$ cat src/hw/rtl/cfp_pkg.sv
// ----------------------------------------------------------------------------
// cfp_pkg
// Types and constants of the chunk file name parser.
// ----------------------------------------------------------------------------
`timescale 1ns / 1ps

package cfp_pkg;

  localparam int unsigned IdDigits  = 16;
  localparam int unsigned VerDigits = 8;
  localparam int unsigned CfgIdxW   = 3;
  localparam int unsigned CfgDataW  = 6;

  localparam logic [CfgIdxW-1:0] CfgEcDataMin   = 3'd0;
  localparam logic [CfgIdxW-1:0] CfgEcDataMax   = 3'd1;
  localparam logic [CfgIdxW-1:0] CfgEcParityMin = 3'd2;
  localparam logic [CfgIdxW-1:0] CfgEcParityMax = 3'd3;
  localparam logic [CfgIdxW-1:0] CfgXorLevelMin = 3'd4;
  localparam logic [CfgIdxW-1:0] CfgXorLevelMax = 3'd5;

  localparam logic [1:0] KindStd = 2'd0;
  localparam logic [1:0] KindEc  = 2'd1;
  localparam logic [1:0] KindXor = 2'd2;

  typedef struct packed {
    logic [7:0] char_in;
    logic       is_last;
  } in_word_t;

  typedef struct packed {
    logic        valid_res;
    logic        format;
    logic [1:0]  kind;
    logic [5:0]  data_count;
    logic [5:0]  parity_count;
    logic [5:0]  part_num;
    logic [3:0]  xlevel;
    logic [3:0]  xpart;
    logic        xor_parity;
    logic [63:0] chunk_id;
    logic [31:0] version;
  } out_word_t;

  typedef struct packed {
    logic [5:0] ec_data_min;
    logic [5:0] ec_data_max;
    logic [5:0] ec_parity_min;
    logic [5:0] ec_parity_max;
    logic [3:0] xlevel_min;
    logic [3:0] xlevel_max;
  } cfg_t;

endpackage

$ cat src/hw/rtl/cfp_stream_if.sv
// ----------------------------------------------------------------------------
// cfp_stream_if
// Valid/ready channel carrying one word of type T.
// ----------------------------------------------------------------------------
`timescale 1ns / 1ps

interface cfp_stream_if #(parameter type T = logic);
  logic valid;
  logic ready;
  T     data;
  modport source (output valid, output data, input ready);
  modport sink   (input valid, input data, output ready);
endinterface

$ cat src/hw/rtl/chunk_filename_parser_core.sv
// ----------------------------------------------------------------------------
// chunk_filename_parser_core
// Byte-serial checker for chunk file names; one result per name.
// ----------------------------------------------------------------------------
// The result word is registered and appears in the cycle after the last byte is
// taken. Throughput: one byte per cycle, save for the input stall described below.
// The output register frees itself when taken, so input stalls only while a
// result waits unread. Reset clears parse state and loads register defaults.
`timescale 1ns / 1ps

module chunk_filename_parser_core
  import cfp_pkg::*;
(
  input  logic                clk_i,
  input  logic                rst_ni,
  input  logic                cfg_we_i,
  input  logic [CfgIdxW-1:0]  cfg_idx_i,
  input  logic [CfgDataW-1:0] cfg_data_i,
  cfp_stream_if.sink          in_if,
  cfp_stream_if.source        out_if
);

  typedef enum logic [4:0] {
    StChunk, StType, StEcLit, StEcSel, StEc2Lit, StEcPart, StOfLit, StEcData,
    StEcPar, StXorLit, StXSel, StXParLit, StXPart, StXLevel, StId, StVer,
    StExt, StLiz, StMfs, StDone
  } st_e;

  cfg_t cfg_q;
  st_e  st_q, st_d;
  logic [3:0] lpos_q, lpos_d;
  logic [7:0] acc_q, acc_d;
  logic [4:0] dcnt_q, dcnt_d;
  logic fail_q, fail_d;
  logic [1:0] kind_q, kind_d;
  logic fmt_q, fmt_d;
  logic [5:0] part_q, part_d, data_q, data_d, par_q, par_d;
  logic [3:0] lvl_q, lvl_d, xpart_q, xpart_d;
  logic xpar_q, xpar_d;
  logic [63:0] id_q, id_d;
  logic [31:0] ver_q, ver_d;
  logic       ovalid_q;
  out_word_t  oword_q, oword_d;
  logic       take;

  // Configuration writes
  always_ff @(posedge clk_i or negedge rst_ni) begin
    if (!rst_ni) begin
      cfg_q <= '{6'd2, 6'd32, 6'd1, 6'd32, 4'd2, 4'd9};
    end else if (cfg_we_i) begin
      unique case (cfg_idx_i)
        CfgEcDataMin:   cfg_q.ec_data_min   <= cfg_data_i;
        CfgEcDataMax:   cfg_q.ec_data_max   <= cfg_data_i;
        CfgEcParityMin: cfg_q.ec_parity_min <= cfg_data_i;
        CfgEcParityMax: cfg_q.ec_parity_max <= cfg_data_i;
        CfgXorLevelMin: cfg_q.xlevel_min    <= cfg_data_i[3:0];
        CfgXorLevelMax: cfg_q.xlevel_max    <= cfg_data_i[3:0];
        default: ;
      endcase
    end
  end

  assign in_if.ready = !ovalid_q || out_if.ready;
  assign take = in_if.valid && in_if.ready;
  assign out_if.valid = ovalid_q;
  assign out_if.data = oword_q;

  // Expected literal byte for the current state and position
  function automatic logic [7:0] lit_char(st_e s, logic [3:0] p);
    logic [7:0] r;
    r = 8'h00;
    case (s)
      StChunk: case (p)
        4'd0: r = "c"; 4'd1: r = "h"; 4'd2: r = "u";
        4'd3: r = "n"; 4'd4: r = "k"; 4'd5: r = "_"; default: r = 8'h00;
      endcase
      StEcLit: r = (p == 4'd1) ? "c" : 8'h00;
      StEc2Lit: r = (p == 4'd3) ? "_" : 8'h00;
      StOfLit, StXorLit: case (p)
        4'd0: r = "_"; 4'd1: r = (s == StOfLit) ? "o" : "o";
        4'd2: r = (s == StOfLit) ? "f" : "r"; 4'd3: r = "_"; default: r = 8'h00;
      endcase
      StXParLit: case (p)
        4'd1: r = "a"; 4'd2: r = "r"; 4'd3: r = "i"; 4'd4: r = "t";
        4'd5: r = "y"; 4'd6: r = "_"; 4'd7: r = "o"; 4'd8: r = "f";
        4'd9: r = "_"; default: r = 8'h00;
      endcase
      StLiz: case (p)
        4'd1: r = "i"; 4'd2: r = "z"; default: r = 8'h00;
      endcase
      StMfs: case (p)
        4'd1: r = "f"; 4'd2: r = "s"; default: r = 8'h00;
      endcase
      default: r = 8'h00;
    endcase
    return r;
  endfunction

  function automatic logic [3:0] lit_len(st_e s);
    case (s)
      StChunk: return 4'd6;
      StEcLit: return 4'd2;
      StXParLit: return 4'd10;
      StLiz, StMfs: return 4'd3;
      default: return 4'd4;
    endcase
  endfunction

  logic [7:0] c;
  logic       is_dig, is_hex;
  logic [3:0] hexv;
  logic [11:0] mul;
  logic [7:0] pm1;
  logic [6:0] dpsum;
  st_e        sx;
  logic       lit_st;

  // Per-byte parse step
  always_comb begin
    c = in_if.data.char_in;
    st_d = st_q; lpos_d = lpos_q; acc_d = acc_q; dcnt_d = dcnt_q;
    fail_d = fail_q; kind_d = kind_q; fmt_d = fmt_q; part_d = part_q;
    data_d = data_q; par_d = par_q; lvl_d = lvl_q; xpart_d = xpart_q;
    xpar_d = xpar_q; id_d = id_q; ver_d = ver_q;
    is_dig = (c >= "0") && (c <= "9");
    is_hex = is_dig || ((c >= "A") && (c <= "F"));
    hexv = is_dig ? c[3:0] : 4'(c[3:0] + 4'd9);
    mul = 12'(acc_q) * 12'd10 + 12'(c[3:0]);
    pm1 = acc_q - 8'd1;
    dpsum = 7'(data_q) + 7'(acc_q);
    // type selector falls through to the id digits
    sx = st_q;
    if (st_q == StType && c != "e" && c != "x") sx = StId;
    if (st_q == StXSel && c != "p") sx = StXPart;
    lit_st = (sx == StChunk) || (sx == StEcLit) || (sx == StEc2Lit) || (sx == StOfLit)
          || (sx == StXorLit) || (sx == StXParLit) || (sx == StLiz) || (sx == StMfs);
    if (!fail_q) begin
      if (sx != st_q) st_d = sx;
      if (lit_st) begin
        if (lpos_q >= lit_len(sx) || c != lit_char(sx, lpos_q)) begin
          fail_d = 1'b1;
        end else if (lpos_q + 4'd1 == lit_len(sx)) begin
          lpos_d = '0;
          case (sx)
            StChunk: st_d = StType;
            StEcLit: st_d = StEcSel;
            StEc2Lit: st_d = StEcPart;
            StOfLit: st_d = (kind_q == KindEc) ? StEcData : StXLevel;
            StXorLit: st_d = StXSel;
            StXParLit: st_d = StXLevel;
            default: st_d = StDone;
          endcase
        end else begin
          lpos_d = lpos_q + 4'd1;
        end
      end else begin
        case (sx)
          StType: begin
            lpos_d = 4'd1;
            if (c == "e") begin kind_d = KindEc; st_d = StEcLit; end
            else begin kind_d = KindXor; st_d = StXorLit; end
          end
          StEcSel: begin
            if (c == "_") st_d = StEcPart;
            else if (c == "2") begin st_d = StEc2Lit; lpos_d = 4'd3; end
            else fail_d = 1'b1;
          end
          StXSel: begin
            xpar_d = 1'b1; st_d = StXParLit; lpos_d = 4'd1;
          end
          StEcPart, StEcData, StEcPar, StXPart, StXLevel: begin
            if (is_dig) begin
              if (dcnt_q == 5'd0 && c[3:0] == 4'd0) fail_d = 1'b1;
              else if ((sx == StXPart || sx == StXLevel) && dcnt_q >= 5'd2)
                fail_d = 1'b1;
              else begin
                acc_d = (mul > 12'd255) ? 8'd255 : mul[7:0];
                if (dcnt_q < 5'd31) dcnt_d = dcnt_q + 5'd1;
              end
            end else if (c == "_" && dcnt_q != 5'd0) begin
              acc_d = '0; dcnt_d = '0;
              case (sx)
                StEcPart: begin
                  if (pm1 > 8'd63 || acc_q == 8'd0) fail_d = 1'b1;
                  else begin part_d = pm1[5:0]; st_d = StOfLit; lpos_d = 4'd1; end
                end
                StEcData: begin
                  if (acc_q < 8'(cfg_q.ec_data_min) || acc_q > 8'(cfg_q.ec_data_max))
                    fail_d = 1'b1;
                  else begin data_d = acc_q[5:0]; st_d = StEcPar; end
                end
                StEcPar: begin
                  if (acc_q < 8'(cfg_q.ec_parity_min) || acc_q > 8'(cfg_q.ec_parity_max)
                      || 7'(part_q) >= dpsum)
                    fail_d = 1'b1;
                  else begin par_d = acc_q[5:0]; st_d = StId; end
                end
                StXPart: begin
                  if (acc_q > 8'd15) fail_d = 1'b1;
                  else begin xpart_d = acc_q[3:0]; st_d = StOfLit; lpos_d = 4'd1; end
                end
                default: begin
                  if (acc_q < 8'(cfg_q.xlevel_min) || acc_q > 8'(cfg_q.xlevel_max)
                      || (!xpar_q && 8'(xpart_q) > acc_q))
                    fail_d = 1'b1;
                  else begin lvl_d = acc_q[3:0]; st_d = StId; end
                end
              endcase
            end else fail_d = 1'b1;
          end
          StId: begin
            if (is_hex) begin
              if (dcnt_q >= 5'(IdDigits)) fail_d = 1'b1;
              else begin id_d = {id_q[59:0], hexv}; dcnt_d = dcnt_q + 5'd1; end
            end else if (c == "_" && dcnt_q == 5'(IdDigits)) begin
              dcnt_d = '0; st_d = StVer;
            end else fail_d = 1'b1;
          end
          StVer: begin
            if (is_hex) begin
              if (dcnt_q >= 5'(VerDigits)) fail_d = 1'b1;
              else begin ver_d = {ver_q[27:0], hexv}; dcnt_d = dcnt_q + 5'd1; end
            end else if (c == "." && dcnt_q == 5'(VerDigits)) begin
              dcnt_d = '0; st_d = StExt;
            end else fail_d = 1'b1;
          end
          StExt: begin
            lpos_d = 4'd1;
            if (c == "l") st_d = StLiz;
            else if (c == "m") begin fmt_d = 1'b1; st_d = StMfs; end
            else fail_d = 1'b1;
          end
          default: fail_d = 1'b1;
        endcase
      end
    end
    // result word from the post-step state
    oword_d = '0;
    if (!fail_d && st_d == StDone) begin
      oword_d.valid_res = 1'b1;
      oword_d.format = fmt_d;
      oword_d.kind = kind_d;
      oword_d.data_count = data_d;
      oword_d.parity_count = par_d;
      oword_d.part_num = part_d;
      oword_d.xlevel = lvl_d;
      oword_d.xpart = xpar_d ? 4'd0 : xpart_d;
      oword_d.xor_parity = xpar_d;
      oword_d.chunk_id = id_d;
      oword_d.version = ver_d;
    end
  end

  // Parse state and output register
  always_ff @(posedge clk_i or negedge rst_ni) begin
    if (!rst_ni) begin
      st_q <= StChunk; lpos_q <= '0; acc_q <= '0; dcnt_q <= '0; fail_q <= 1'b0;
      kind_q <= '0; fmt_q <= 1'b0; part_q <= '0; data_q <= '0; par_q <= '0;
      lvl_q <= '0; xpart_q <= '0; xpar_q <= 1'b0; id_q <= '0; ver_q <= '0;
      ovalid_q <= 1'b0;
    end else begin
      ovalid_q <= (take && in_if.data.is_last) || (ovalid_q && !out_if.ready);
      if (take) begin
        if (in_if.data.is_last) begin
          st_q <= StChunk; lpos_q <= '0; acc_q <= '0; dcnt_q <= '0; fail_q <= 1'b0;
          kind_q <= '0; fmt_q <= 1'b0; part_q <= '0; data_q <= '0; par_q <= '0;
          lvl_q <= '0; xpart_q <= '0; xpar_q <= 1'b0; id_q <= '0; ver_q <= '0;
        end else begin
          st_q <= st_d; lpos_q <= lpos_d; acc_q <= acc_d; dcnt_q <= dcnt_d;
          fail_q <= fail_d; kind_q <= kind_d; fmt_q <= fmt_d; part_q <= part_d;
          data_q <= data_d; par_q <= par_d; lvl_q <= lvl_d; xpart_q <= xpart_d;
          xpar_q <= xpar_d; id_q <= id_d; ver_q <= ver_d;
        end
      end
    end
  end

  always_ff @(posedge clk_i) begin
    if (take && in_if.data.is_last) oword_q <= oword_d;
  end

endmodule

$ cat src/flat_wrapper.sv
// flat-port wrapper written by rule: the top's interface ports become plain ports
module chunk_filename_parser_core_flat import cfp_pkg::*;
  (clk_i, rst_ni, cfg_we_i, cfg_idx_i, cfg_data_i, in_if_valid, in_if_data, in_if_ready, out_if_valid, out_if_data, out_if_ready);
  cfp_stream_if #(.T(in_word_t)) in_if_i ();
  cfp_stream_if #(.T(out_word_t)) out_if_i ();
  input  logic clk_i;
  input  logic rst_ni;
  input  logic cfg_we_i;
  input  logic [CfgIdxW-1:0] cfg_idx_i;
  input  logic [CfgDataW-1:0] cfg_data_i;
  input wire logic [$bits(in_if_i.valid)-1:0] in_if_valid;
  input wire logic [$bits(in_if_i.data)-1:0] in_if_data;
  output wire logic [$bits(in_if_i.ready)-1:0] in_if_ready;
  output wire logic [$bits(out_if_i.valid)-1:0] out_if_valid;
  output wire logic [$bits(out_if_i.data)-1:0] out_if_data;
  input wire logic [$bits(out_if_i.ready)-1:0] out_if_ready;
  assign in_if_i.valid = in_if_valid;
  assign in_if_i.data = in_if_data;
  assign in_if_ready = in_if_i.ready;
  assign out_if_valid = out_if_i.valid;
  assign out_if_data = out_if_i.data;
  assign out_if_i.ready = out_if_ready;
  chunk_filename_parser_core u_core (.clk_i(clk_i), .rst_ni(rst_ni), .cfg_we_i(cfg_we_i), .cfg_idx_i(cfg_idx_i), .cfg_data_i(cfg_data_i), .in_if(in_if_i), .out_if(out_if_i));
endmodule
$ cat config.mk
export PLATFORM = sky130hd
export DESIGN_NAME = chunk_filename_parser_core_flat
export DESIGN_NICKNAME = d
export VERILOG_FILES = /design/src/hw/rtl/cfp_pkg.sv /design/src/hw/rtl/cfp_stream_if.sv /design/src/hw/rtl/chunk_filename_parser_core.sv /design/src/flat_wrapper.sv
export SDC_FILE = /design/constraint.sdc
export NUM_CORES = 1
export LEC_CHECK = 0
export BUFFER_PORTS_ARGS = -buffer_cell sky130_fd_sc_hd__buf_2
export CELL_PAD_IN_SITES_DETAIL_PLACEMENT = 0
export CELL_PAD_IN_SITES_GLOBAL_PLACEMENT = 1
export CORE_UTILIZATION = 43
export DETAILED_ROUTE_END_ITERATION = 8
export PLACE_DENSITY_LB_ADDON = 0.08
export SKIP_LAST_GASP = 1
export SLEW_MARGIN = 20
export SYNTH_ARGS = -nofsm -noshare
export SYNTH_HDL_FRONTEND = slang
export SYNTH_SLANG_ARGS = --single-unit
$ cat constraint.sdc
create_clock -name clk_i -period 5.05 [get_ports clk_i]
set_input_delay 0.505 -clock clk_i [delete_from_list [all_inputs] [get_ports clk_i]]
set_output_delay 0.505 -clock clk_i [all_outputs]
set_load 0.005 [all_outputs]
==> results summary, run 1 <==
The type of element launching the critical path is a register. The H-tree was split into 2 levels. The final number of max-transition violations came to 0. The top-level I/O count is 152. The total congestion overflow after global routing came out at 0. At the worst endpoint, the required time is 5.41 ns. The clock-pin slew on the worst setup and hold paths came out at 0.06 ns.

Between clock sinks in the finished design, the worst skew comes to 0.0183 ns. The data arrival time of the critical path came out at 5.14 ns. Global routing used 24.6% of the available tracks. The startpoint identified for the worst register-to-register timing path is u_core.st_q[3]. The area enclosed by the die boundary is 44200 um2. The synthesized-area fraction occupied by xor and xnor cells is 1.08%. Setup violations remaining at the end of the flow were counted as 0. The switching share of power came out at 27.4%. The setup slack after placement came out at -0.147 ns. The combinational share of power came out at 15.1%. Relative to the synthesized area, the layout overhead comes to 15.8%. The portion of total power attributed to sequential cells came out at 43.6%. After detailed routing, the number of vias per cell comes to 5.91. The fill cell instance count of the final layout is 3871.

The via count of the first global-routing pass came to 14900. The final wirelength came out at 54800 um. Sequential cells were found to cover 44.9% of the synthesized design area. Buffers inserted during clock tree synthesis total 38. The run finished with clean final reports. The main combinational cell family by area after synthesis is compound AO/OA/AOI/OAI gates.

The final HPWL from detailed placement came out at 36900 um. The number of hold buffers added after CTS is 0. The post-layout minimum cycle time is 4.79 ns. The most critical setup path has its startpoint at u_core.st_q[3]. Summing every instance area after synthesis gives 18600 um2.

The final critical path takes up 94.8% of the cycle. The effective utilization at floorplan is 44.1%. The count of state elements after synthesis is 309. The overall power after layout came out at 6510 uW. The final routed wire length divided by cell count came out at 20.9 um. The number of antenna violations at the first check in global routing came out at 0.

The internal power consumption is 4720 uW. 0 antenna diodes ended up in the layout. In the layout the commonest cells are 201 x sky130_fd_sc_hd__nand2_1, 189 x sky130_fd_sc_hd__o21ai_0, 174 x sky130_fd_sc_hd__dfrtp_1. The number of hold violations in the final report is 0. The global-route wire length before repair is 86000 um. The final layout net count is 2127. In the final layout, the multi-input gates occupy 9450 um2. The clock latency on the worst-skew pair is 0.55 ns.

Across the run, the number of max-cap violations was 0. TritonCTS built the clock tree. The gate count of the mapped netlist is 1900. The tightest slew margin relative to the limit is 28.0%. The global placer's final weighted congestion is 0.928. Among all flip-flop cells after synthesis, the most frequent one is sky130_fd_sc_hd__dfrtp_1. The root cell of the clock tree is sky130_fd_sc_hd__clkbuf_16. The initial detailed-routing violation count is 1190. The count of unresolved DRC violations after routing came out at 0. The setup path with the least slack is of type reg2reg.

The sum of negative setup slack came out at 0 ns. Before antenna repair, the detailed router went through 5 iterations. The critical path endpoint category is a register. The multiplexer fraction of the synthesized cell area is 6.75%. The simple-gate area share of the yosys netlist is 18.1%. The analysis attributes to cell leakage a power of 0.00893 uW.

The worst ir drop on vdd is 0.200 mV. The layout cell share with drive strength beyond 1 came out at 18.7%. The clock sink count came out at 309. The detailed router placed 15500 vias in this run. The power per cell area is 301 nW/um2. Summing the areas of all compound-gate instances in the mapped netlist gives 18.5% of the synthesized area. The number of antenna-violating nets in the routed design is 0. The count of unique library cells instantiated by Yosys came out at 95.

The height of the die came out at 210 um. The actual transition at the worst max-transition pin came out at 1.07 ns. The net load switching power is 1790 uW. The Yosys step of the flow raised 0 warnings. The number of rows created at floorplan came out at 75.

Per report_power, the clock group accounts for 41.3% of the total. The pin count of the biggest net entering global routing came out at 106. Summing all flip-flop and latch instances after layout gives 8380 um2.

The setup slack of the critical path after layout came out at 0.261 ns. The number of nets produced by synthesis came out at 2006. From left edge to right edge, the die measures 210 um. The placeable core region is 42300 um2.

Counting flops with an async set or reset pin after synthesis yields a share of 58.9%. The number of enable flip-flop cells after synthesis is 127. The number of input and output port buffers inserted is 151. Of all nets on the critical path, the largest fanout is 36. The maximum buffer depth of the clock tree came out at 3. The worst hold path belongs to the class in2async.

The mean cell area of the mapped netlist came out at 9.81 um2. The highest achievable clock rate is 0.209 GHz. The adder and majority cell fraction of the synthesized area came out at 5.69%. The most frequent standard cell in the layout excluding fill and tap cells is sky130_fd_sc_hd__nand2_1.
-- power by group through the flow --
stage / combinational [uW] / sequential, uW / clock, uW
final: 985 / 2840 / 2690
after CTS: 987 / 2840 / 2760
after floorplan: 650 / 2860 / 0
after global placement: 974 / 2880 / 0
after global routing: 1090 / 2850 / 2860
after detailed placement: 980 / 2880 / 0
-- cells by family (layout without fill, tap and decap cells) --
kind of cell	count (synthesis)	in the layout
simple gates	611	611
compound gates	532	533
flops	309	309
buf+inv	218	367
mux	124	124
fa+ha+maj	83	83
xor+xnor	23	23
-- flip-flops by register name, summed over array words and instances, names as in the netlist --
register / cells
u_core.dcnt_q: 5
u_core.out_if.valid: 1
u_core.id_q: 64
u_core.lvl_q: 4
u_core.acc_q: 8
u_core.fmt_q: 1
u_core.part_q: 6
u_core.cfg_q: 32
u_core.ver_q: 32
u_core.lpos_q: 4
u_core.out_if.data: 127
u_core.par_q: 6
u_core.xpar_q: 1
u_core.data_q: 6
u_core.fail_q: 1
u_core.kind_q: 2
u_core.xpart_q: 4
u_core.st_q: 5
-- path summary, 6_finish.rpt --
check	endpoint	slack, ns	cells after the start
hold / removal	u_core.cfg_q[30]	0.007	1
setup / recovery	u_core.out_if.data[118]	0.26	18
hold reg to reg	u_core.lvl_q[2]	0.47	2
min in group clk_i	u_core.cfg_q[25]	0.23	3
setup reg to reg	u_core.out_if.data[118]	0.26	18
max in group asynchronous	u_core.st_q[1]	3.98	2
-- worst max-delay path, cell delays in order (launching register included) --
cell,delay [ns]
sky130_fd_sc_hd__dfrtp_1,0.43
sky130_fd_sc_hd__or3b_1,0.45
sky130_fd_sc_hd__a211oi_4,0.24
sky130_fd_sc_hd__buf_4,0.17
sky130_fd_sc_hd__a211oi_4,0.03
sky130_fd_sc_hd__nand2_1,0.07
sky130_fd_sc_hd__a21oi_1,0.08
sky130_fd_sc_hd__ha_1,0.31
sky130_fd_sc_hd__nand2b_1,0.14
sky130_fd_sc_hd__a21o_1,0.17
sky130_fd_sc_hd__a21o_1,0.17
sky130_fd_sc_hd__a211o_1,0.28
sky130_fd_sc_hd__a41oi_1,0.19
sky130_fd_sc_hd__o2111ai_2,0.25
sky130_fd_sc_hd__nor4_4,0.41
sky130_fd_sc_hd__mux2i_4,0.37
sky130_fd_sc_hd__o211ai_4,0.21
sky130_fd_sc_hd__buf_12,0.26
sky130_fd_sc_hd__nor4_1,0.33
-- layout make-up --
class / count / area share, %
multi-input cells: 1374 / 43.8
repair buffers: 234 / 7.19
flip-flops and latches: 309 / 38.8
clock inverters: 15 / 0.562
well taps: 577 / 3.34
clock buffers: 54 / 5.20
inverters: 64 / 1.12
-- routing by layer --
| layer | share of wire (%) | global-route usage [%] | vias up |
|---|---|---|---|
| met1 | 47 | 35.6 | 7648 |
| met3 | 5.2 | 3.93 | 61 |
| met5 | 0 | 0 | - |
| met4 | 1.6 | 5.74 | 0 |
| met2 | 46 | 38.4 | 425 |
| li1 | - | - | 7389 |
-- cells in the mapped netlist (26+ instances only) --
| master | count | share of area [%] |
|---|---|---|
| sky130_fd_sc_hd__mux2i_1 | 110 | 5.9 |
| sky130_fd_sc_hd__a22oi_1 | 118 | 4.8 |
| sky130_fd_sc_hd__nor4_1 | 109 | 3.7 |
| sky130_fd_sc_hd__a21oi_1 | 69 | 1.9 |
| sky130_fd_sc_hd__inv_1 | 63 | 1.3 |
| sky130_fd_sc_hd__nor3_1 | 31 | 0.83 |
| sky130_fd_sc_hd__nand2_1 | 202 | 4.1 |
| sky130_fd_sc_hd__o21ai_0 | 189 | 5.1 |
| sky130_fd_sc_hd__nand2b_1 | 26 | 0.87 |
| sky130_fd_sc_hd__nor2_1 | 82 | 1.7 |
| sky130_fd_sc_hd__ha_1 | 80 | 5.4 |
| sky130_fd_sc_hd__nor4_2 | 31 | 2.1 |
| sky130_fd_sc_hd__edfxtp_1 | 127 | 20 |
| sky130_fd_sc_hd__dfrtp_1 | 175 | 23 |
| sky130_fd_sc_hd__clkbuf_1 | 92 | 1.9 |
| sky130_fd_sc_hd__buf_2 | 52 | 1.4 |
-- metrics by stage --
stage	utilization, %	instance area [um2]	std cells	hold slack [ns]
6_report	51.0	21600	2627	0.00668
5_1_grt	51.0	21600	2627	0.0490
4_1_cts	50.8	21500	2622	0.0539
3_5_place_dp	47.8	20200	2553	0.465
3_3_place_gp	47.8	20200	2553	0.456
2_1_floorplan	-	18700	1900	0.209
-- repair_timing --
action,in CTS,in global routing
buffers inserted,0,3
gates resized for setup,0,8
hold endpoints to repair,0,0
endpoints found under the setup margin,0,80
(Power assumes the default switching activity.)
==> run 2: changes to the inputs <==
--- a/config.mk
+++ b/config.mk
@@ -8,7 +8,7 @@
 export BUFFER_PORTS_ARGS = -buffer_cell sky130_fd_sc_hd__buf_2
 export CELL_PAD_IN_SITES_DETAIL_PLACEMENT = 0
 export CELL_PAD_IN_SITES_GLOBAL_PLACEMENT = 1
-export CORE_UTILIZATION = 43
+export CORE_UTILIZATION = 48
 export DETAILED_ROUTE_END_ITERATION = 8
 export PLACE_DENSITY_LB_ADDON = 0.08
 export SKIP_LAST_GASP = 1
==> constraint.sdc (replaced) <==
create_clock -name clk_i -period 4.8 [get_ports clk_i]
set_input_delay 0.48 -clock clk_i [delete_from_list [all_inputs] [get_ports clk_i]]
set_output_delay 0.48 -clock clk_i [all_outputs]
set_load 0.005 [all_outputs]
==> results summary, run 2 (synthesized netlist as in run 1, its figures left out) <==
Result of the run: finished clean (unchanged). The highest achievable clock rate came out at 0.220 GHz (was 0.209 GHz). Setup repair after global routing could not meet its margin everywhere. The worst setup slack for register-to-register paths came to 0.25 ns (was 0.26 ns). The final number of max-transition violations is 0 (unchanged). The global placer's final weighted congestion was 0.945 (was 0.928). The cell depth of the worst hold path came out at 3. The max-cap violation count came out at 0 (unchanged). The via count normalized by instance count came out at 6.04 (was 5.91). The final worst-path cycle share is 94.8% (about the same). The data arrival time of the critical path is 4.88 ns (was 5.14 ns). The aggregate global-route resource usage came out at 26.7% (was 24.6%).

The kind of critical path is reg2reg (unchanged). The worst-case clock skew came to 0.0210 ns (was 0.0183 ns). The clock sink count came out at 309 (unchanged). The worst ir drop on vdd came out at 0.303 mV (was 0.200 mV). The endpoint with the worst hold slack is u_core.cfg_q[25].

The reg-to-reg endpoint is u_core.out_if.data[79] (was u_core.out_if.data[118]). The number of setup violations in the final report is 0 (unchanged). The count of unresolved DRC violations after routing came to 0 (unchanged). The initial detailed-routing violation count is 1137 (was 1190).

The layout cell share with drive strength beyond 1 came out at 19.7% (was 18.7%). The overall die width came out at 199 um (was 210 um). The critical path endpoint category was a register (unchanged). The actual transition at the worst max-transition pin is 1.05 ns (was 1.07 ns). The number of antenna-violating nets in the routed design came out at 0 (unchanged).

The pin count of the biggest net entering global routing is 110 (was 106). The final wirelength came out at 52800 um (was 54800 um). The area added between synthesis and finish is 15.8% (about the same). The maximum buffer depth of the clock tree came out at 3 (unchanged). The power per cell area came out at 309 nW/um2 (was 301 nW/um2). The number of optimization iterations in the first detailed-route pass came out at 6 (was 5). The fill cell instance count of the final layout was 3370 (was 3871).

The tightest slew margin relative to the limit is 29.3% (was 28.0%). The worst hold path begins at cfg_data_i[5]. The final layout net count is 2131 (was 2127).

The top-level I/O count came out at 152 (unchanged). The effective utilization at floorplan came out at 49.2% (was 44.1%). The final cell utilization of the core is 56.9% (was 51.0%). The launch point of the critical path is u_core.st_q[0] (was u_core.st_q[3]). The final routed wire length divided by cell count came out at 20.6 um (was 20.9 um). The via count of the first global-routing pass is 14400 (was 14900). The total inserted antenna cells came out at 0 (unchanged). The critical path data required time is 5.13 ns (was 5.41 ns). The final-layout worst hold slack is 0.242 ns (was 0.00668 ns). The most frequent standard cell in the layout excluding fill and tap cells is sky130_fd_sc_hd__nand2_1 (unchanged). The number of input and output port buffers inserted came out at 151 (unchanged).

The clock latency on the worst-skew pair is 0.54 ns (was 0.55 ns). The CTS tree is done (unchanged). The number of hold violations in the final report came out at 0 (unchanged). The worst hold path class is in2reg (was in2async). The type of element launching the critical path is a register (unchanged). The overall power after layout came out at 6660 uW (was 6510 uW). The leakage power summed over all cells was 0.00891 uW (was 0.00893 uW).

The post-layout minimum cycle time is 4.55 ns (was 4.79 ns). The number of cells on the worst reg-to-reg path is 18 (unchanged). The clock buffer count from CTS came to 35 (was 38). The root cell of the clock tree is sky130_fd_sc_hd__clkbuf_16 (unchanged). Commonest cells after routing, fill and taps aside: 201 x sky130_fd_sc_hd__nand2_1, 189 x sky130_fd_sc_hd__o21ai_0, 174 x sky130_fd_sc_hd__dfrtp_1 (unchanged). The area enclosed by the die boundary came out at 39600 um2 (was 44200 um2). The global-route wire length before repair came out at 82300 um (was 86000 um). The clock-pin slew on the worst setup and hold paths is 0.06 ns (about the same). The deepest level of the CTS H-tree came to 2 (unchanged). The startpoint of the most critical register-to-register path is u_core.st_q[0] (was u_core.st_q[3]).

The number of antenna violations at the first check in global routing came out at 0 (unchanged). The top fanout value on the critical path came out at 22 (was 36). The final HPWL from detailed placement is 36000 um (was 36900 um). The height of the die was 199 um (was 210 um). The flip-flop count of the largest register, all copies and words added is 127 (unchanged). The number of rows created at floorplan came out at 71 (was 75). The total congestion overflow after global routing came out at 0 (unchanged). The via total after detailed routing came out at 15500 (about the same). The placeable core region came to 37900 um2 (was 42300 um2).
## run 2: changes by cell type in the layout (fill, tap and decap cells not counted), sizes merged, moves of 2 or more
cell / delta
buf: +7
clkinv: -5
clkbuf: -4
inv: +2
## run 2: final cells by class
class | instances | area (um2) | share of cell area [%]
Timing Repair Buffer | 242 | 1630 | 7.55
Multi-Input combinational cell | 1373 | 9580 | 44.4
Tap cell | 511 | 639 | 2.96
Sequential cell | 309 | 8380 | 38.8
Inverter | 64 | 243 | 1.12
Clock buffer | 50 | 1000 | 4.64
Clock inverter | 12 | 125 | 0.579
## run 2: power by group
part           total, uW  leakage (uW)  switching, uW  internal [uW]
clock network       2650      0.000552           1080           1570
logic               1030       0.00471            643            391
registers           2980       0.00364           88.0           2890
total               6660       0.00891           1810           4850
## run 2: timing repair
item,4_1_cts,5_1_grt
hold buffers,1,0
hold endpoints to repair,8,0
gates resized for setup,0,28
setup endpoints to repair,0,117
buffers inserted,0,1
## run 2: per-layer routing
layer	vias up	global-route usage (%)	wire, um
met1	7586	38.3	24100
li1	7394	-	-
met5	-	0	0
met2	408	42.4	25000
met3	68	3.49	2710
met4	0	7.32	1000
## run 2: how the worst max path moves through the flow
stage,cells after the start,end,slack (ns)
finish,18,u_core.out_if.data[79],0.25
global route,18,u_core.out_if.data[70],-0.03
CTS,18,u_core.out_if.data[79],0.07
detailed placement,21,u_core.out_if.data[79],-0.18
global placement,21,u_core.out_if.data[86],-0.02
floorplan,24,u_core.out_if.data[0],0.006
## run 2: per-stage QoR
stage	instance area [um2]	setup WS, ns	TNS, ns	std cells
final	21600	0.248	0	2561
after global routing	21600	-0.0261	-0.176	2561
after CTS	21400	0.0713	0	2560
after detailed placement	20300	-0.181	-7.94	2497
after global placement	20300	-0.0202	-0.506	2497
after floorplan	18700	0.00632	0	1900
## run 2: worst max-delay path, stage by stage (launching register included)
cell and delay, ns:
sky130_fd_sc_hd__dfrtp_1 0.40, sky130_fd_sc_hd__or3b_4 0.43, sky130_fd_sc_hd__a211oi_4 0.22, sky130_fd_sc_hd__a211o_1 0.16, sky130_fd_sc_hd__nand2_1 0.05, sky130_fd_sc_hd__a21oi_1 0.17
sky130_fd_sc_hd__ha_1 0.26, sky130_fd_sc_hd__nand2b_1 0.14, sky130_fd_sc_hd__a21o_1 0.17, sky130_fd_sc_hd__a21o_1 0.17, sky130_fd_sc_hd__a211o_1 0.26, sky130_fd_sc_hd__a41oi_2 0.20
sky130_fd_sc_hd__o2111ai_4 0.21, sky130_fd_sc_hd__nor4_4 0.31, sky130_fd_sc_hd__mux2i_2 0.33, sky130_fd_sc_hd__o211ai_4 0.16, sky130_fd_sc_hd__buf_12 0.19, sky130_fd_sc_hd__buf_12 0.17
sky130_fd_sc_hd__nor4_1 0.33
==> run 3: changes to the inputs <==
--- a/config.mk
+++ b/config.mk
@@ -5,11 +5,13 @@
 export SDC_FILE = /design/constraint.sdc
 export NUM_CORES = 1
 export LEC_CHECK = 0
+export ABC_AREA = 1
 export BUFFER_PORTS_ARGS = -buffer_cell sky130_fd_sc_hd__buf_2
 export CELL_PAD_IN_SITES_DETAIL_PLACEMENT = 0
 export CELL_PAD_IN_SITES_GLOBAL_PLACEMENT = 1
-export CORE_UTILIZATION = 48
+export CORE_UTILIZATION = 46
 export DETAILED_ROUTE_END_ITERATION = 8
+export GPL_TIMING_DRIVEN = 0
 export PLACE_DENSITY_LB_ADDON = 0.08
 export SKIP_LAST_GASP = 1
 export SLEW_MARGIN = 20
==> results summary, run 3 <==
The number of input and output port buffers inserted was 151 (unchanged). Area contributors post-synth: sky130_fd_sc_hd__dfrtp_1 25%, sky130_fd_sc_hd__edfxtp_1 22%, sky130_fd_sc_hd__nand2_1 7.7%, sky130_fd_sc_hd__inv_1 5.8%, sky130_fd_sc_hd__ha_1 5.8% (was sky130_fd_sc_hd__dfrtp_1 23%, sky130_fd_sc_hd__edfxtp_1 20%, sky130_fd_sc_hd__mux2i_1 5.9%, sky130_fd_sc_hd__ha_1 5.4%, sky130_fd_sc_hd__o21ai_0 5.1%). The area enclosed by the die boundary is 38400 um2 (was 39600 um2). The number of optimization iterations in the first detailed-route pass was 5 (was 6). The max-cap violation count is 0 (unchanged). The summed instance area of the synthesized netlist came out at 17300 um2 (was 18600 um2).

The number of warnings printed during yosys synthesis came out at 0 (unchanged). The type of element launching the critical path is a register (unchanged). The via total after detailed routing is 14000 (was 15500). The area added between synthesis and finish came to 15.8% (about the same). The clock-pin slew on the worst setup and hold paths was 0.06 ns (about the same). The global placer's final weighted congestion was 0.887 (was 0.945).

The actual transition at the worst max-transition pin was 1.10 ns (was 1.05 ns). The most frequent standard cell in the layout excluding fill and tap cells is sky130_fd_sc_hd__nand2_1 (unchanged). The maximum buffer depth of the clock tree was 3 (unchanged). The global-route wire length before repair is 72600 um (was 82300 um).

The fraction of synthesized cell area taken by the top area cell type is 25.3% (was 23.5%). The number of enable flip-flop cells after synthesis is 127 (unchanged). The deepest level of the CTS H-tree came out at 2 (unchanged).

The checks that failed: hold timing. The number of rows created at floorplan is 70 (was 71). The count of state elements after synthesis is 309 (unchanged).

The number of hold buffers added after CTS is 0 (was 1). The highest achievable clock rate came to 0.224 GHz (was 0.220 GHz). The total inserted antenna cells is 0 (unchanged). The register area is 8380 um2 (about the same). The total congestion overflow after global routing is 0 (unchanged). The initial detailed-routing violation count is 961 (was 1137).

The via count of the first global-routing pass is 13400 (was 14400). The overall die width came out at 196 um (was 199 um). The number of antenna-violating nets in the routed design is 0 (unchanged). The mean cell area of the mapped netlist came out at 8.89 um2 (was 9.81 um2). The placeable core region came out at 36800 um2 (was 37900 um2).

The worst ir drop on vdd came out at 0.249 mV (was 0.303 mV). The critical path endpoint category was a register (unchanged). The final number of max-transition violations is 0 (unchanged). The height of the die came out at 196 um (was 199 um).

The top fanout value on the critical path came out at 10 (was 22). The post-layout minimum cycle time came to 4.47 ns (was 4.55 ns). The power per cell area is 457 nW/um2 (was 309 nW/um2). The final-layout worst hold slack came out at -0.0328 ns (was 0.242 ns). The final HPWL from detailed placement is 33200 um (was 36000 um). The worst-case clock skew is 0.0137 ns (was 0.0210 ns). The fill cell instance count of the final layout came out at 3440 (was 3370). The number of hold violations in the final report is 17 (was 0). The predominant post-synthesis flop cell is sky130_fd_sc_hd__dfrtp_1 (unchanged). The multi-input gate area in the final layout came out at 7460 um2 (was 9580 um2). The final layout net count came out at 2253 (was 2131). Post-synth top cells: 357 x sky130_fd_sc_hd__nand2_1, 267 x sky130_fd_sc_hd__inv_1, 196 x sky130_fd_sc_hd__o21ai_0, 175 x sky130_fd_sc_hd__dfrtp_1, 150 x sky130_fd_sc_hd__nor2_1 (was 202 x sky130_fd_sc_hd__nand2_1, 189 x sky130_fd_sc_hd__o21ai_0, 175 x sky130_fd_sc_hd__dfrtp_1, 127 x sky130_fd_sc_hd__edfxtp_1, 118 x sky130_fd_sc_hd__a22oi_1). The data arrival time of the critical path came to 4.85 ns (was 4.88 ns). The number of antenna violations at the first check in global routing is 0 (unchanged). The gate count of the mapped netlist came out at 1946 (was 1900). The final wirelength came to 45400 um (was 52800 um). The CTS tree is done (unchanged). The via count normalized by instance count is 5.31 (was 6.04).

The top-level I/O count came out at 152 (unchanged). The number of setup violations in the final report is 0 (unchanged). Commonest cells after routing, fill and taps aside: 357 x sky130_fd_sc_hd__nand2_1, 265 x sky130_fd_sc_hd__inv_1, 196 x sky130_fd_sc_hd__o21ai_0 (was 201 x sky130_fd_sc_hd__nand2_1, 189 x sky130_fd_sc_hd__o21ai_0, 174 x sky130_fd_sc_hd__dfrtp_1).

The leading area contributor after synthesis was sky130_fd_sc_hd__dfrtp_1 (unchanged). The clock latency on the worst-skew pair is 0.53 ns (was 0.54 ns). The layout cell share with drive strength beyond 1 is 18.1% (was 19.7%). The worst hold path class was in2async (was in2reg).

The final worst-path cycle share came out at 93.2% (was 94.8%). The final routed wire length divided by cell count is 17.2 um (was 20.6 um). The sum of negative setup slack is 0 ns (unchanged). The count of unresolved DRC violations after routing is 0 (unchanged). The clock sink count is 309 (unchanged). The kind of critical path is reg2reg (unchanged).

The flip-flop count of the largest register, all copies and words added is 127 (unchanged). The tightest slew margin relative to the limit is 25.9% (was 29.3%). The pin count of the biggest net entering global routing came out at 96 (was 110). The number of nets produced by synthesis came out at 2052 (was 2006).

The effective utilization at floorplan is 47.0% (was 49.2%). The critical path data required time came out at 5.18 ns (was 5.13 ns). The aggregate global-route resource usage was 24.0% (was 26.7%). The clock buffer count from CTS came out at 36 (was 35).

The cell with the most instances after synthesis was sky130_fd_sc_hd__nand2_1 (unchanged). Result of the run: finished with violations (was finished clean). The post-synthesis sequential area ratio came out at 48.4% (was 44.9%). The share of synthesized flip-flops with an asynchronous set or reset came to 58.9% (unchanged).

The overall power after layout was 9150 uW (was 6660 uW). The root cell of the clock tree is sky130_fd_sc_hd__clkbuf_16 (unchanged). The leakage power summed over all cells is 0.00928 uW (was 0.00891 uW).

The count of unique library cells instantiated by Yosys is 57 (was 95).
==> run 3: cell types whose count changed after synthesis, sizes merged, moves of 48 or more <==
cell / change
o22ai: +110
nor4: -136
nand2: +174
nor2: +153
buf: -48
a22oi: -117
mux2i: -107
inv: +226
==> run 3: worst paths after layout <==
check                                  from               endpoint  slack [ns]  cells after the start
max                          u_core.st_q[4]  u_core.out_if.data[4]        0.33                     27
min                                  rst_ni        u_core.id_q[38]       -0.03                      1
max reg2reg                  u_core.st_q[4]  u_core.out_if.data[4]        0.33                     27
min reg2reg                u_core.cfg_q[18]       u_core.cfg_q[18]        0.48                      2
max in group asynchronous            rst_ni       u_core.cfg_q[13]        3.83                      2
min in group clk_i             out_if_ready    u_core.out_if.valid        0.26                      4
==> run 3: worst max-delay path, cell delays in order (launching register included) <==
cell and delay (ns):
sky130_fd_sc_hd__dfrtp_1 0.48, sky130_fd_sc_hd__inv_4 0.15, sky130_fd_sc_hd__nand2_1 0.07, sky130_fd_sc_hd__nor2_2 0.15, sky130_fd_sc_hd__nand3_4 0.17, sky130_fd_sc_hd__nand2_4 0.14, sky130_fd_sc_hd__nand2_4 0.08, sky130_fd_sc_hd__nor2_4 0.19
sky130_fd_sc_hd__nand2_2 0.08, sky130_fd_sc_hd__nand2_2 0.15, sky130_fd_sc_hd__nor3_2 0.06, sky130_fd_sc_hd__ha_1 0.28, sky130_fd_sc_hd__a21boi_0 0.12, sky130_fd_sc_hd__o21ai_0 0.15, sky130_fd_sc_hd__nand2_1 0.13, sky130_fd_sc_hd__a211oi_2 0.22
sky130_fd_sc_hd__nand4_1 0.17, sky130_fd_sc_hd__nor2_4 0.22, sky130_fd_sc_hd__nand2_2 0.11, sky130_fd_sc_hd__nand2_1 0.07, sky130_fd_sc_hd__nand2_1 0.07, sky130_fd_sc_hd__a21oi_2 0.17, sky130_fd_sc_hd__nand2_1 0.09, sky130_fd_sc_hd__nor2_2 0.16
sky130_fd_sc_hd__nand2_4 0.13, sky130_fd_sc_hd__buf_8 0.21, sky130_fd_sc_hd__buf_12 0.18, sky130_fd_sc_hd__nor2_4 0.11
==> run 3: area by class of cell <==
| cell class | count | area share, % |
|---|---|---|
| Buffer | 72 | 2.12 |
| Timing Repair Buffer | 163 | 4.84 |
| Clock inverter | 15 | 0.556 |
| Sequential cell | 309 | 41.9 |
| Tap cell | 468 | 2.92 |
| Inverter | 291 | 5.47 |
| Clock buffer | 49 | 5.00 |
| Multi-Input combinational cell | 1274 | 37.2 |
==> run 3: kinds of logic after synthesis <==
group,Yosys count,synth area share [%]
and+or+nand+nor,742,21.7
AOI/OAI and AO/OA,429,14.0
buffers and inverters,363,8.72
DFF,309,48.4
adders and majority gates,83,6.13
xor gates and xnor gates,17,0.861
muxes,3,0.174
==> run 3: stage by stage <==
stage / setup WS [ns] / utilization [%] / cell area [um2] / std cells
floorplan: 0.0389 / - / 17300 / 1946
global placement: -2.25 / 50.7 / 18600 / 2565
detailed placement: -0.710 / 51.1 / 18800 / 2571
CTS: 0.0240 / 54.2 / 19900 / 2635
global route: -0.00542 / 54.4 / 20000 / 2641
finish: 0.326 / 54.4 / 20000 / 2641
==> run 3: where the power goes <==
group	switching [uW]	total, uW	internal [uW]
sequential	219	3130	2910
clock	1090	2610	1520
combinational	2270	3410	1150
total	3580	9150	5580
==> run 3: what timing repair did <==
action,in CTS,in global routing
setup endpoints to repair,114,127
pin swaps,0,4
gates resized for setup,3,20
buffers inserted,0,6
==> run 3: metal layers <==
metal / GRT usage [%] / share of wire (%)
met3: 3.16 / 4.5
met1: 33.8 / 47
met4: 6.22 / 1.9
met2: 39.1 / 47
met5: 0 / 0
